**config.mk**
```make
export PLATFORM = sky130hd
export DESIGN_NAME = indexed_list_table_top
export DESIGN_NICKNAME = d
export VERILOG_FILES = /design/src/rtl/core/ilt_pkg.sv /design/src/rtl/core/indexed_list_table_top.sv /design/src/rtl/core/ilt_mem.sv /design/src/rtl/core/ilt_seq.sv
export SDC_FILE = /design/constraint.sdc
export NUM_CORES = 2
export LEC_CHECK = 0
export CELL_PAD_IN_SITES_DETAIL_PLACEMENT = 1
export CELL_PAD_IN_SITES_GLOBAL_PLACEMENT = 1
export CORE_ASPECT_RATIO = 1.4
export CORE_MARGIN = 2
export CORE_UTILIZATION = 35
export DETAILED_ROUTE_END_ITERATION = 7
export DONT_BUFFER_PORTS = 1
export PLACE_DENSITY_LB_ADDON = 0.1
export SLEW_MARGIN = 30
export SYNTH_ARGS = -nofsm -noshare
export SYNTH_HDL_FRONTEND = slang
export SYNTH_HIERARCHICAL = 1
export SYNTH_SLANG_ARGS = --single-unit
```
**constraint.sdc**
```tcl
create_clock -name clk_i -period 24.6 [get_ports clk_i]
set_input_delay 4.92 -clock clk_i [delete_from_list [all_inputs] [get_ports clk_i]]
set_output_delay 4.92 -clock clk_i [all_outputs]
set_load 0.05 [all_outputs]
```
**src/rtl/core/ilt_pkg.sv**
```systemverilog
// Package for the indexed list table: field widths, command and status codes, sequencer states.
`timescale 1ns / 1ps
`default_nettype none
package ilt_pkg;

  localparam int unsigned CapacityDef = 128;
  localparam int unsigned CmdW        = 3;
  localparam int unsigned PosW        = 7;
  localparam int unsigned DataW       = 32;
  localparam int unsigned StatusW     = 2;
  localparam int unsigned CountW      = 8;
  localparam int unsigned InDataW     = 48;
  localparam int unsigned OutDataW    = 56;
  localparam int unsigned InPadW      = InDataW - CmdW - PosW - DataW;
  localparam int unsigned OutPadW     = OutDataW - StatusW - DataW - PosW - CountW;

  typedef enum logic [CmdW-1:0] {
    CMD_INSERT  = 3'd0,
    CMD_DELETE  = 3'd1,
    CMD_FIND    = 3'd2,
    CMD_READ    = 3'd3,
    CMD_REPLACE = 3'd4
  } cmd_e;

  typedef enum logic [StatusW-1:0] {
    ST_OK      = 2'd0,
    ST_RANGE   = 2'd1,
    ST_FULL    = 2'd2,
    ST_MISSING = 2'd3
  } status_e;

  typedef enum logic [2:0] {
    S_IDLE,
    S_INSERT,
    S_DELETE,
    S_FIND,
    S_READ,
    S_FINISH
  } state_e;

endpackage
`default_nettype wire

```
**src/rtl/core/indexed_list_table_top.sv**
```systemverilog
// Top level of the indexed list table: sequencer and entry store.
//
// An ordered list of signed 32-bit values in a store of CAPACITY entries.
// Commands arrive on the slave stream (s_axis_*), one per transaction:
// insert, delete, find, read or replace. Each command produces exactly one
// result on the master stream (m_axis_*) with a status and the entry count.
// Insert, delete and find each move or compare one entry per cycle through
// the single read and single write port of the store.
// One command is in work at a time; the next is taken once the current one
// has handed its result to the output register.
// Reset clears the entry count and the output valid; the store itself is
// not cleared, as only entries below the count are ever read.
// When the receiver stalls, the result holds in the output register while the
// next command is already accepted and executed; that command then waits for
// the register to drain before it completes.
`timescale 1ns / 1ps
`default_nettype none
module indexed_list_table_top #(
  parameter int unsigned CAPACITY = ilt_pkg::CapacityDef
) (
  input  wire logic                         clk_i,
  input  wire logic                         rst_ni,
  input  wire logic                         s_axis_tvalid_i,
  output logic                              s_axis_tready_o,
  // [2:0] cmd, [9:3] position, [41:10] value, [47:42] zero
  input  wire logic [ilt_pkg::InDataW-1:0]  s_axis_tdata_i,
  output logic                              m_axis_tvalid_o,
  input  wire logic                         m_axis_tready_i,
  // [1:0] status, [33:2] read_value, [40:34] found_position, [48:41] entry_count,
  // [55:49] zero
  output logic      [ilt_pkg::OutDataW-1:0] m_axis_tdata_o
);

  localparam int unsigned AW = (CAPACITY > 1) ? $clog2(CAPACITY) : 1;

  logic                      mem_we;
  logic [AW-1:0]             mem_waddr;
  logic [ilt_pkg::DataW-1:0] mem_wdata;
  logic                      mem_re;
  logic [AW-1:0]             mem_raddr;
  logic [ilt_pkg::DataW-1:0] mem_rdata;

  ilt_seq #(
    .CAPACITY (CAPACITY),
    .AW       (AW)
  ) u_seq (
    .clk_i       (clk_i),
    .rst_ni      (rst_ni),
    .s_tvalid_i  (s_axis_tvalid_i),
    .s_tready_o  (s_axis_tready_o),
    .s_tdata_i   (s_axis_tdata_i),
    .m_tvalid_o  (m_axis_tvalid_o),
    .m_tready_i  (m_axis_tready_i),
    .m_tdata_o   (m_axis_tdata_o),
    .mem_we_o    (mem_we),
    .mem_waddr_o (mem_waddr),
    .mem_wdata_o (mem_wdata),
    .mem_re_o    (mem_re),
    .mem_raddr_o (mem_raddr),
    .mem_rdata_i (mem_rdata)
  );

  ilt_mem #(
    .DEPTH (CAPACITY),
    .AW    (AW)
  ) u_mem (
    .clk_i   (clk_i),
    .we_i    (mem_we),
    .waddr_i (mem_waddr),
    .wdata_i (mem_wdata),
    .re_i    (mem_re),
    .raddr_i (mem_raddr),
    .rdata_o (mem_rdata)
  );

endmodule
`default_nettype wire

```
**src/rtl/core/ilt_mem.sv**
```systemverilog
// Entry store: one write port, one read port, registered read data.
`timescale 1ns / 1ps
`default_nettype none
module ilt_mem #(
  parameter int unsigned DEPTH = ilt_pkg::CapacityDef,
  parameter int unsigned AW    = $clog2(DEPTH)
) (
  input  wire logic                     clk_i,
  input  wire logic                     we_i,
  input  wire logic [AW-1:0]            waddr_i,
  input  wire logic [ilt_pkg::DataW-1:0] wdata_i,
  input  wire logic                     re_i,
  input  wire logic [AW-1:0]            raddr_i,
  output logic      [ilt_pkg::DataW-1:0] rdata_o
);

  logic [ilt_pkg::DataW-1:0] mem_q [DEPTH];

  always_ff @(posedge clk_i) begin
    if (we_i) begin
      mem_q[waddr_i] <= wdata_i;
    end
  end

  always_ff @(posedge clk_i) begin
    if (re_i) begin
      rdata_o <= mem_q[raddr_i];
    end
  end

endmodule
`default_nettype wire

```
**src/rtl/core/ilt_seq.sv**
```systemverilog
// Command sequencer: decodes commands, walks the store for shifts and searches, holds the result.
`timescale 1ns / 1ps
`default_nettype none
module ilt_seq #(
  parameter int unsigned CAPACITY = ilt_pkg::CapacityDef,
  parameter int unsigned AW       = $clog2(CAPACITY)
) (
  input  wire logic                         clk_i,
  input  wire logic                         rst_ni,
  input  wire logic                         s_tvalid_i,
  output logic                              s_tready_o,
  input  wire logic [ilt_pkg::InDataW-1:0]  s_tdata_i,
  output logic                              m_tvalid_o,
  input  wire logic                         m_tready_i,
  output logic      [ilt_pkg::OutDataW-1:0] m_tdata_o,
  output logic                              mem_we_o,
  output logic      [AW-1:0]                mem_waddr_o,
  output logic      [ilt_pkg::DataW-1:0]    mem_wdata_o,
  output logic                              mem_re_o,
  output logic      [AW-1:0]                mem_raddr_o,
  input  wire logic [ilt_pkg::DataW-1:0]    mem_rdata_i
);

  localparam int unsigned CW   = $clog2(CAPACITY + 1);
  localparam int unsigned CMPW = (CW > ilt_pkg::PosW) ? CW : ilt_pkg::PosW;
  localparam int unsigned EXW  = (CW > ilt_pkg::CountW) ? CW : ilt_pkg::CountW;
  localparam logic [ilt_pkg::OutPadW-1:0] OutPadZero = '0;

  ilt_pkg::state_e state_q, state_d;
  ilt_pkg::cmd_e   cmd_in;
  logic [CMPW-1:0] pos_in;
  logic [ilt_pkg::DataW-1:0] val_in;

  logic [CMPW-1:0] pos_q, pos_d;
  logic [ilt_pkg::DataW-1:0] val_q, val_d;
  logic [CW-1:0]   count_q, count_d;
  logic [CW-1:0]   idx_q, idx_d;
  logic [AW-1:0]   wa_q, wa_d;
  logic            pend_q, pend_d;
  ilt_pkg::status_e res_st_q, res_st_d;
  logic [ilt_pkg::DataW-1:0] res_rv_q, res_rv_d;
  logic [AW-1:0]   res_fp_q, res_fp_d;
  logic            m_valid_q, m_valid_d;
  logic [ilt_pkg::OutDataW-1:0] m_data_q, m_data_d;

  logic [CMPW-1:0] count_x, idx_x;
  logic [CW-1:0]   idx_dec;
  logic [CMPW-1:0] fp_x;
  logic [EXW-1:0]  cnt_out;
  logic            accept;

  assign cmd_in  = ilt_pkg::cmd_e'(s_tdata_i[ilt_pkg::CmdW-1:0]);
  assign pos_in  = CMPW'(s_tdata_i[ilt_pkg::CmdW +: ilt_pkg::PosW]);
  assign val_in  = s_tdata_i[ilt_pkg::CmdW + ilt_pkg::PosW +: ilt_pkg::DataW];
  assign count_x = CMPW'(count_q);
  assign idx_x   = CMPW'(idx_q);
  assign idx_dec = idx_q - CW'(1);
  assign fp_x    = CMPW'(res_fp_q);
  assign cnt_out = EXW'(count_q);

  assign s_tready_o = (state_q == ilt_pkg::S_IDLE);
  assign accept     = s_tvalid_i && s_tready_o;
  assign m_tvalid_o = m_valid_q;
  assign m_tdata_o  = m_data_q;

  always_ff @(posedge clk_i or negedge rst_ni) begin
    if (!rst_ni) begin
      state_q   <= ilt_pkg::S_IDLE;
      count_q   <= '0;
      pend_q    <= 1'b0;
      m_valid_q <= 1'b0;
    end else begin
      state_q   <= state_d;
      count_q   <= count_d;
      pend_q    <= pend_d;
      m_valid_q <= m_valid_d;
    end
  end

  always_ff @(posedge clk_i) begin
    pos_q    <= pos_d;
    val_q    <= val_d;
    idx_q    <= idx_d;
    wa_q     <= wa_d;
    res_st_q <= res_st_d;
    res_rv_q <= res_rv_d;
    res_fp_q <= res_fp_d;
    m_data_q <= m_data_d;
  end

  always_comb begin
    state_d   = state_q;
    pos_d     = pos_q;
    val_d     = val_q;
    count_d   = count_q;
    idx_d     = idx_q;
    wa_d      = wa_q;
    pend_d    = 1'b0;
    res_st_d  = res_st_q;
    res_rv_d  = res_rv_q;
    res_fp_d  = res_fp_q;
    m_valid_d = m_valid_q && !m_tready_i;
    m_data_d  = m_data_q;
    mem_we_o    = 1'b0;
    mem_waddr_o = wa_q;
    mem_wdata_o = mem_rdata_i;
    mem_re_o    = 1'b0;
    mem_raddr_o = idx_q[AW-1:0];

    unique case (state_q)
      ilt_pkg::S_IDLE: begin
        if (accept) begin
          pos_d    = pos_in;
          val_d    = val_in;
          res_st_d = ilt_pkg::ST_OK;
          res_rv_d = '0;
          res_fp_d = '0;
          state_d  = ilt_pkg::S_FINISH;
          unique case (cmd_in)
            ilt_pkg::CMD_INSERT: begin
              if (pos_in > count_x) begin
                res_st_d = ilt_pkg::ST_RANGE;
              end else if (count_q >= CW'(CAPACITY)) begin
                res_st_d = ilt_pkg::ST_FULL;
              end else begin
                idx_d   = count_q;
                state_d = ilt_pkg::S_INSERT;
              end
            end
            ilt_pkg::CMD_DELETE: begin
              if (pos_in >= count_x) begin
                res_st_d = ilt_pkg::ST_RANGE;
              end else begin
                idx_d   = CW'(pos_in) + CW'(1);
                state_d = ilt_pkg::S_DELETE;
              end
            end
            ilt_pkg::CMD_FIND: begin
              idx_d   = '0;
              state_d = ilt_pkg::S_FIND;
            end
            ilt_pkg::CMD_READ: begin
              if (pos_in >= count_x) begin
                res_st_d = ilt_pkg::ST_RANGE;
              end else begin
                mem_re_o    = 1'b1;
                mem_raddr_o = pos_in[AW-1:0];
                state_d     = ilt_pkg::S_READ;
              end
            end
            ilt_pkg::CMD_REPLACE: begin
              if (pos_in >= count_x) begin
                res_st_d = ilt_pkg::ST_RANGE;
              end else begin
                mem_we_o    = 1'b1;
                mem_waddr_o = pos_in[AW-1:0];
                mem_wdata_o = val_in;
              end
            end
            default: begin
              res_st_d = ilt_pkg::ST_RANGE;
            end
          endcase
        end
      end

      ilt_pkg::S_INSERT: begin
        // Move entries up from the top; the last read lands one slot higher.
        mem_we_o = pend_q;
        if (idx_x > pos_q) begin
          mem_re_o    = 1'b1;
          mem_raddr_o = idx_dec[AW-1:0];
          wa_d        = idx_q[AW-1:0];
          idx_d       = idx_dec;
          pend_d      = 1'b1;
        end else if (!pend_q) begin
          mem_we_o    = 1'b1;
          mem_waddr_o = pos_q[AW-1:0];
          mem_wdata_o = val_q;
          count_d     = count_q + CW'(1);
          state_d     = ilt_pkg::S_FINISH;
        end
      end

      ilt_pkg::S_DELETE: begin
        mem_we_o = pend_q;
        if (idx_q < count_q) begin
          mem_re_o    = 1'b1;
          mem_raddr_o = idx_q[AW-1:0];
          wa_d        = idx_dec[AW-1:0];
          idx_d       = idx_q + CW'(1);
          pend_d      = 1'b1;
        end else if (!pend_q) begin
          count_d = count_q - CW'(1);
          state_d = ilt_pkg::S_FINISH;
        end
      end

      ilt_pkg::S_FIND: begin
        // Check the entry read last cycle before scanning further.
        if (pend_q && (mem_rdata_i == val_q)) begin
          res_fp_d = wa_q;
          state_d  = ilt_pkg::S_FINISH;
        end else if (idx_q < count_q) begin
          mem_re_o    = 1'b1;
          mem_raddr_o = idx_q[AW-1:0];
          wa_d        = idx_q[AW-1:0];
          idx_d       = idx_q + CW'(1);
          pend_d      = 1'b1;
        end else begin
          res_st_d = ilt_pkg::ST_MISSING;
          state_d  = ilt_pkg::S_FINISH;
        end
      end

      ilt_pkg::S_READ: begin
        res_rv_d = mem_rdata_i;
        state_d  = ilt_pkg::S_FINISH;
      end

      ilt_pkg::S_FINISH: begin
        if (!m_valid_q || m_tready_i) begin
          m_valid_d = 1'b1;
          m_data_d  = {OutPadZero, cnt_out[ilt_pkg::CountW-1:0], fp_x[ilt_pkg::PosW-1:0],
                       res_rv_q, res_st_q};
          state_d   = ilt_pkg::S_IDLE;
        end
      end

      default: begin
        state_d = ilt_pkg::S_IDLE;
      end
    endcase
  end

endmodule
`default_nettype wire
```
Word-level counts from Yosys, hierarchy flattened

Memories as Yosys holds them, arrays and structs flattened. A register that Yosys moved wholly into a read port is not among the register bits.
Cells that the tools add are included.

Reduce and logical (&&, ||, !) cells: 23
Magnitude comparators: 5
Multiplexer cells: 78
Equality and inequality tests: 27
Add/sub/neg operators: 5

Operators with widths:

| operator            | number |
|---|---|
| $mux 32             | 6 |
| $pmux 32 s2         | 2 |
| $mux 7              | 15 |
| $mux 8              | 11 |
| $pmux 7 s2          | 3 |
| $eq 32x32->1        | 1 |
| $pmux 8 s4          | 1 |
| $mux 3              | 10 |
| $pmux 8 s3          | 1 |
| $pmux 7 s3          | 1 |
| $pmux 3 s6          | 1 |
| $add 8x1->8 const B | 2 |
| $pmux 8 s2          | 1 |
| $sub 8x1->8 const B | 2 |
| $mux 1              | 15 |
| $reduce_and 5->1    | 3 |
| $ne 2x2->1 const B  | 7 |
| $eq 3x2->1 const B  | 4 |
| $ne 3x3->1 const B  | 4 |
| $pmux 3 s4          | 1 |
| $mux 2              | 5 |
| $ne 2x1->1 const B  | 5 |
| $eq 3x3->1 const B  | 3 |
| $add 7x1->8 const B | 1 |
| other kinds (23)    | 33 |

Bits in registers: 157
Output and inout bits: 58
Logic and storage cells: 151
Input port bits: 52
Bits in writable memories: 4,096
Memories kept: 1

Memories:

| memory      | words | width | rd ports | clocked after Yosys merged registers in | write ports | line          | text |
|---|---|---|---|---|---|---|---|
| u_mem.mem_q | 128   | 32    | 1        | 1                                       | 1           | ilt_mem.sv:17 | `logic [ilt_pkg::DataW-1:0] mem_q [DEPTH];` |

Logic depth before layout (Yosys ltp)

Word-level depth: 7
Depth in mapped cells: 19
Mapped depth without buffers: 13

Hierarchy

Netlist, hierarchy kept.

Modules (own cells, without submodules):

| module  | area each (um^2) | seq. area each (um^2) | times used | cells an instance |
|---|---|---|---|---|
| ilt_mem | 156,596.4        | 123,958.9             | 1          | 5,990 |
| ilt_seq | 8,655.8          | 4,649.5               | 1          | 775 |

Worst setup path after synthesis

OpenSTA, ideal clock, no wires.

Path type: input to register
Start point: input port s_axis_tdata_i[5] (netlist bit)
End point: memory u_mem/mem_q[0][23] (netlist bit), data pin
Required time: 23.403 ns
Stages: 8
Setup time: 1.197 ns
Setup slack: 12.270 ns
Arrival: 11.134 ns
Path through: ha_1 -> o21ai_0 -> a21oi_1 -> o21ba_2 -> nor3_2 -> nand2_1 -> mux2i_1 -> o21ai_0

Longest elaborated chain between the ends: 5

RTL lines:

| what                   | line                         | text |
|---|---|---|
| start: declaration     | indexed_list_table_top.sv:26 | `input wire logic [ilt_pkg::InDataW-1:0] s_axis_tdata_i,` |
| $ge 7x8->1             | ilt_seq.sv:152               | `if (pos_in >= count_x) begin` |
| $mux 32                | ilt_seq.sv:152               |  |
| $mux 32                | ilt_seq.sv:119               | `unique case (cmd_in)` |
| $mux 32                | ilt_seq.sv:112               | `if (accept) begin` |
| $pmux 32 s2            | ilt_seq.sv:110               | `unique case (state_q)` |
| via mem_wdata, one bit | indexed_list_table_top.sv:38 | `logic [ilt_pkg::DataW-1:0] mem_wdata;` |
| end: declaration       | ilt_mem.sv:17                |  |

The timed path passes the listed nets, and every way through them passes these cells.

Worst setup path in the final report

Start point: input port s_axis_tdata_i[8] (netlist bit)
End point: register u_mem/rdata_o[4] (netlist bit) (read register of u_mem.mem_q), data pin

Longest elaborated chain between the ends: 5
Elaborated cells between the ends (all ways): 9

RTL lines:

| what             | line                         | text |
|---|---|---|
| $ge 7x8->1       | ilt_seq.sv:143               | `if (pos_in >= count_x) begin` |
| $mux 7           | ilt_seq.sv:143               |  |
| $mux 7           | ilt_seq.sv:119               |  |
| $mux 7           | ilt_seq.sv:112               |  |
| $pmux 7 s2       | ilt_seq.sv:110               |  |
| via mem_raddr[0] | indexed_list_table_top.sv:40 | `logic [AW-1:0] mem_raddr;` |
| end: declaration | ilt_mem.sv:14                | `output logic [ilt_pkg::DataW-1:0] rdata_o` |

The timed path passes the listed nets, and every way through them passes these cells.
A chain may end at the register's enable or synchronous reset.

==> flow_summary.ini <==
[logic_synthesis]
syn_avg_cell_area_um2 = 24.4
synth-edff-count = 4272
yosysTopAreaCell = edfxtp_1
mappedNetlistArea_um2 = 165000
synth_cells = 6765
synth.most_common_cell = edfxtp_1
yosysUniqueCellTypes = 62
synth_area_leaders = edfxtp_1, mux4_2, clkbuf_1
yosysWarnings = 6
synth_common_cells = edfxtp_1, mux4_2, clkbuf_1
synthFlopType = edfxtp_1
async_flop_share = 0.00303
synth_top_area_frac = 0.776
ys_ff_latch = 4285
ys_seq_area_frac = 0.778

[clock_tree]
cts-buffers-inserted = 424
cts_tree = yes
clkTransAtPathRegs_ns = 0.07
cts_buffer_depth = 4
cts_setup_buffers = 0
cts-resized-gates = 0
htreeDepth = 5
clk_latency_ns = 0.95
clock_sinks = 4285
hold_buffers = 0
cts-root-buf = clkbuf_16

[timing]
tightest_slew_ns = 1.07
rsz0062_at_grt = false
finalSetupTns_ns = 0
min_period_over_period = 0.483
finalSetupViolCount = 0
setup_ws_ns = 12.72
max_freq_ghz = 0.0841
clock_skew_ns = 0.0459
finalHoldViolCount = 0
max-slew-margin-rel = 0.287
min_period_ns = 11.88
drv_slew = 0

[detailed_routing]
routed_via_density = 5.44
dr.first_iter.drc_count = 6668
vias = 74800
final_antenna_net_count = 0
highest_layer = met4
wl_met1_um = 201000
wl_met3_um = 22800
first_pass_iters = 5
met2_length_um = 244000
drt-total-wl_um = 477000
post_drt_wl_per_cell_um = 34.6
drc_errors = 0

[floorplan]
fp.dieH_um = 817
die_w_um = 585
initial_core_util = 0.351
io_pins = 110
rows = 298
dieArea_um2 = 478000
core-area_um2 = 470000

[worst_setup_path]
required_ns = 25.28
path_class = in2reg
crit_path_max_fanout = 73
arrival_ns = 12.56
r2r_setup_slack_ns = 15.32
critPathCaptureType = flop
startpoint_type = input port

[finish]
multi_input_area_um2 = 36500
final_core_util = 0.402
final_design_area_no_fill_um2 = 189000
drive_gt1_frac = 0.325
area_growth_pct = 14.3
seq_area_um2 = 129000
nets = 7168
num-fill-cells = 43000

[placed_design]
place.gp.congestion = 0.774
dpl_worst_slack_ns = 11.53
dpl-instance-area_um2 = 175000
portBuffers = 0
hpwl_um = 261000

[global_routing]
grt_usage = 0.199
antenna_found_initial = 49
grt.overflow.total = 0
grt_pass1_wl_um = 661000
grt_pass1_vias = 80600
grt_max_degree = 108

[run_status]
outcome = finished, final reports clean

[min_path]
min_path_type = reg2reg

[run]
drv_cap = 0
[cell usage in the layout, fill, tap and decap left out, drive strengths merged, types with 6 or more instances in the layout]
cell type  synthesis  routed
nor2             152     152
bufinv             0      40
and3              45      45
nor3              22      22
a21o               8       8
clkinv             0     198
nand3             53      53
inv               22      27
o211ai             6       6
a22oi             14      14
mux2i              9       9
nor4               6       6
clkbuf           221     516
a221o             32      32
buf              150     259
o22ai              6       6
clkinvlp           0       8
xor2              22      22
nor2b             17      17
o21ai             58      58
ha                30      30
mux4            1344    1344
dfrtp             13      13
edfxtp          4272    4272
diode              0      38
nand2             68      68
mux2              33      33
nand4             13      13
a21oi             49      49
conb               1       7
xnor2             34      34
nand2b            12      12
[registers in the layout (all words and copies together), names as in the netlist]
| register | cells |
|---|---|
| u_seq/pos_q | 7 |
| u_seq/res_fp_q | 7 |
| u_seq/res_rv_q | 32 |
| u_seq/val_q | 32 |
| u_seq/m_tvalid_o | 1 |
| u_seq/wa_q | 7 |
| u_seq/m_tdata_o | 49 |
| u_mem/rdata_o | 32 |
| u_seq/state_q | 3 |
| u_seq/res_st_q | 2 |
| u_seq/idx_q | 8 |
| u_seq/cnt_out | 8 |
| u_mem/mem_q | 4096 |
| u_seq/pend_q | 1 |
[cell type report]
class,count,share of cell area
flip-flops and latches,4285,0.681
multi-input cells,2093,0.193
clock buffers,516,0.0592
well taps,6300,0.0417
clock inverters,251,0.0119
repair buffers,259,0.0118
diodes,38,0.000504
inverters,22,0.000437
[metrics by stage]
stage,hold slack (ns),std cells
6_report,0.416,13800
5_1_grt,0.423,13700
4_1_cts,0.417,13700
3_5_place_dp,0.406,13000
3_3_place_gp,0.412,13000
2_1_floorplan,0.400,6771
[routing by layer]
| metal | vias to the layer above | GRT usage |
|---|---|---|
| li1 | 30000 | - |
| met1 | 42600 | 0.271 |
| met2 | 1716 | 0.344 |
| met3 | 475 | 0.0248 |
| met4 | 0 | 0.0384 |
| met5 | - | 0 |
[cells by family after synthesis]
family / Yosys count / synth area share
xor+xnor: 56 / 0.00297
flops: 4285 / 0.778
mux: 1386 / 0.186
simple gates: 400 / 0.0116
other cells: 1 / 0.0000227
compound gates: 213 / 0.00887
buf+inv: 393 / 0.00990
fa+ha+maj: 31 / 0.00239
[critical path, cell delays in order]
cell      delay, ns
ha_1           0.28
a211oi_1       0.09
nor3_1         0.68
nor3_2         0.13
buf_4          0.24
nand2_1        0.09
mux2i_1        0.11
o21ai_4        0.71
buf_4          0.75
buf_4          0.70
buf_4          0.72
buf_12         0.50
mux4_2         0.60
mux4_2         0.62
mux4_2         0.67
mux2_2         0.34
[final timing paths]
check / from / to / depth (start not counted)
worst min-delay path: u_seq/res_rv_q[2] / u_seq/m_tdata_o[4] / 0
worst max register to register: u_seq/state_q[1] / u_mem/rdata_o[24] / 17
worst max-delay path: s_axis_tdata_i[8] / u_mem/rdata_o[4] / 16
min in group asynchronous: rst_ni / u_seq/cnt_out[2] / 0
worst min register to register: u_seq/res_rv_q[2] / u_seq/m_tdata_o[4] / 0
max in group asynchronous: rst_ni / u_seq/cnt_out[1] / 0
Power is left out: the tool's default activity adds up to more than one toggle a clock period on the data nets, which glitch-free logic cannot reach.
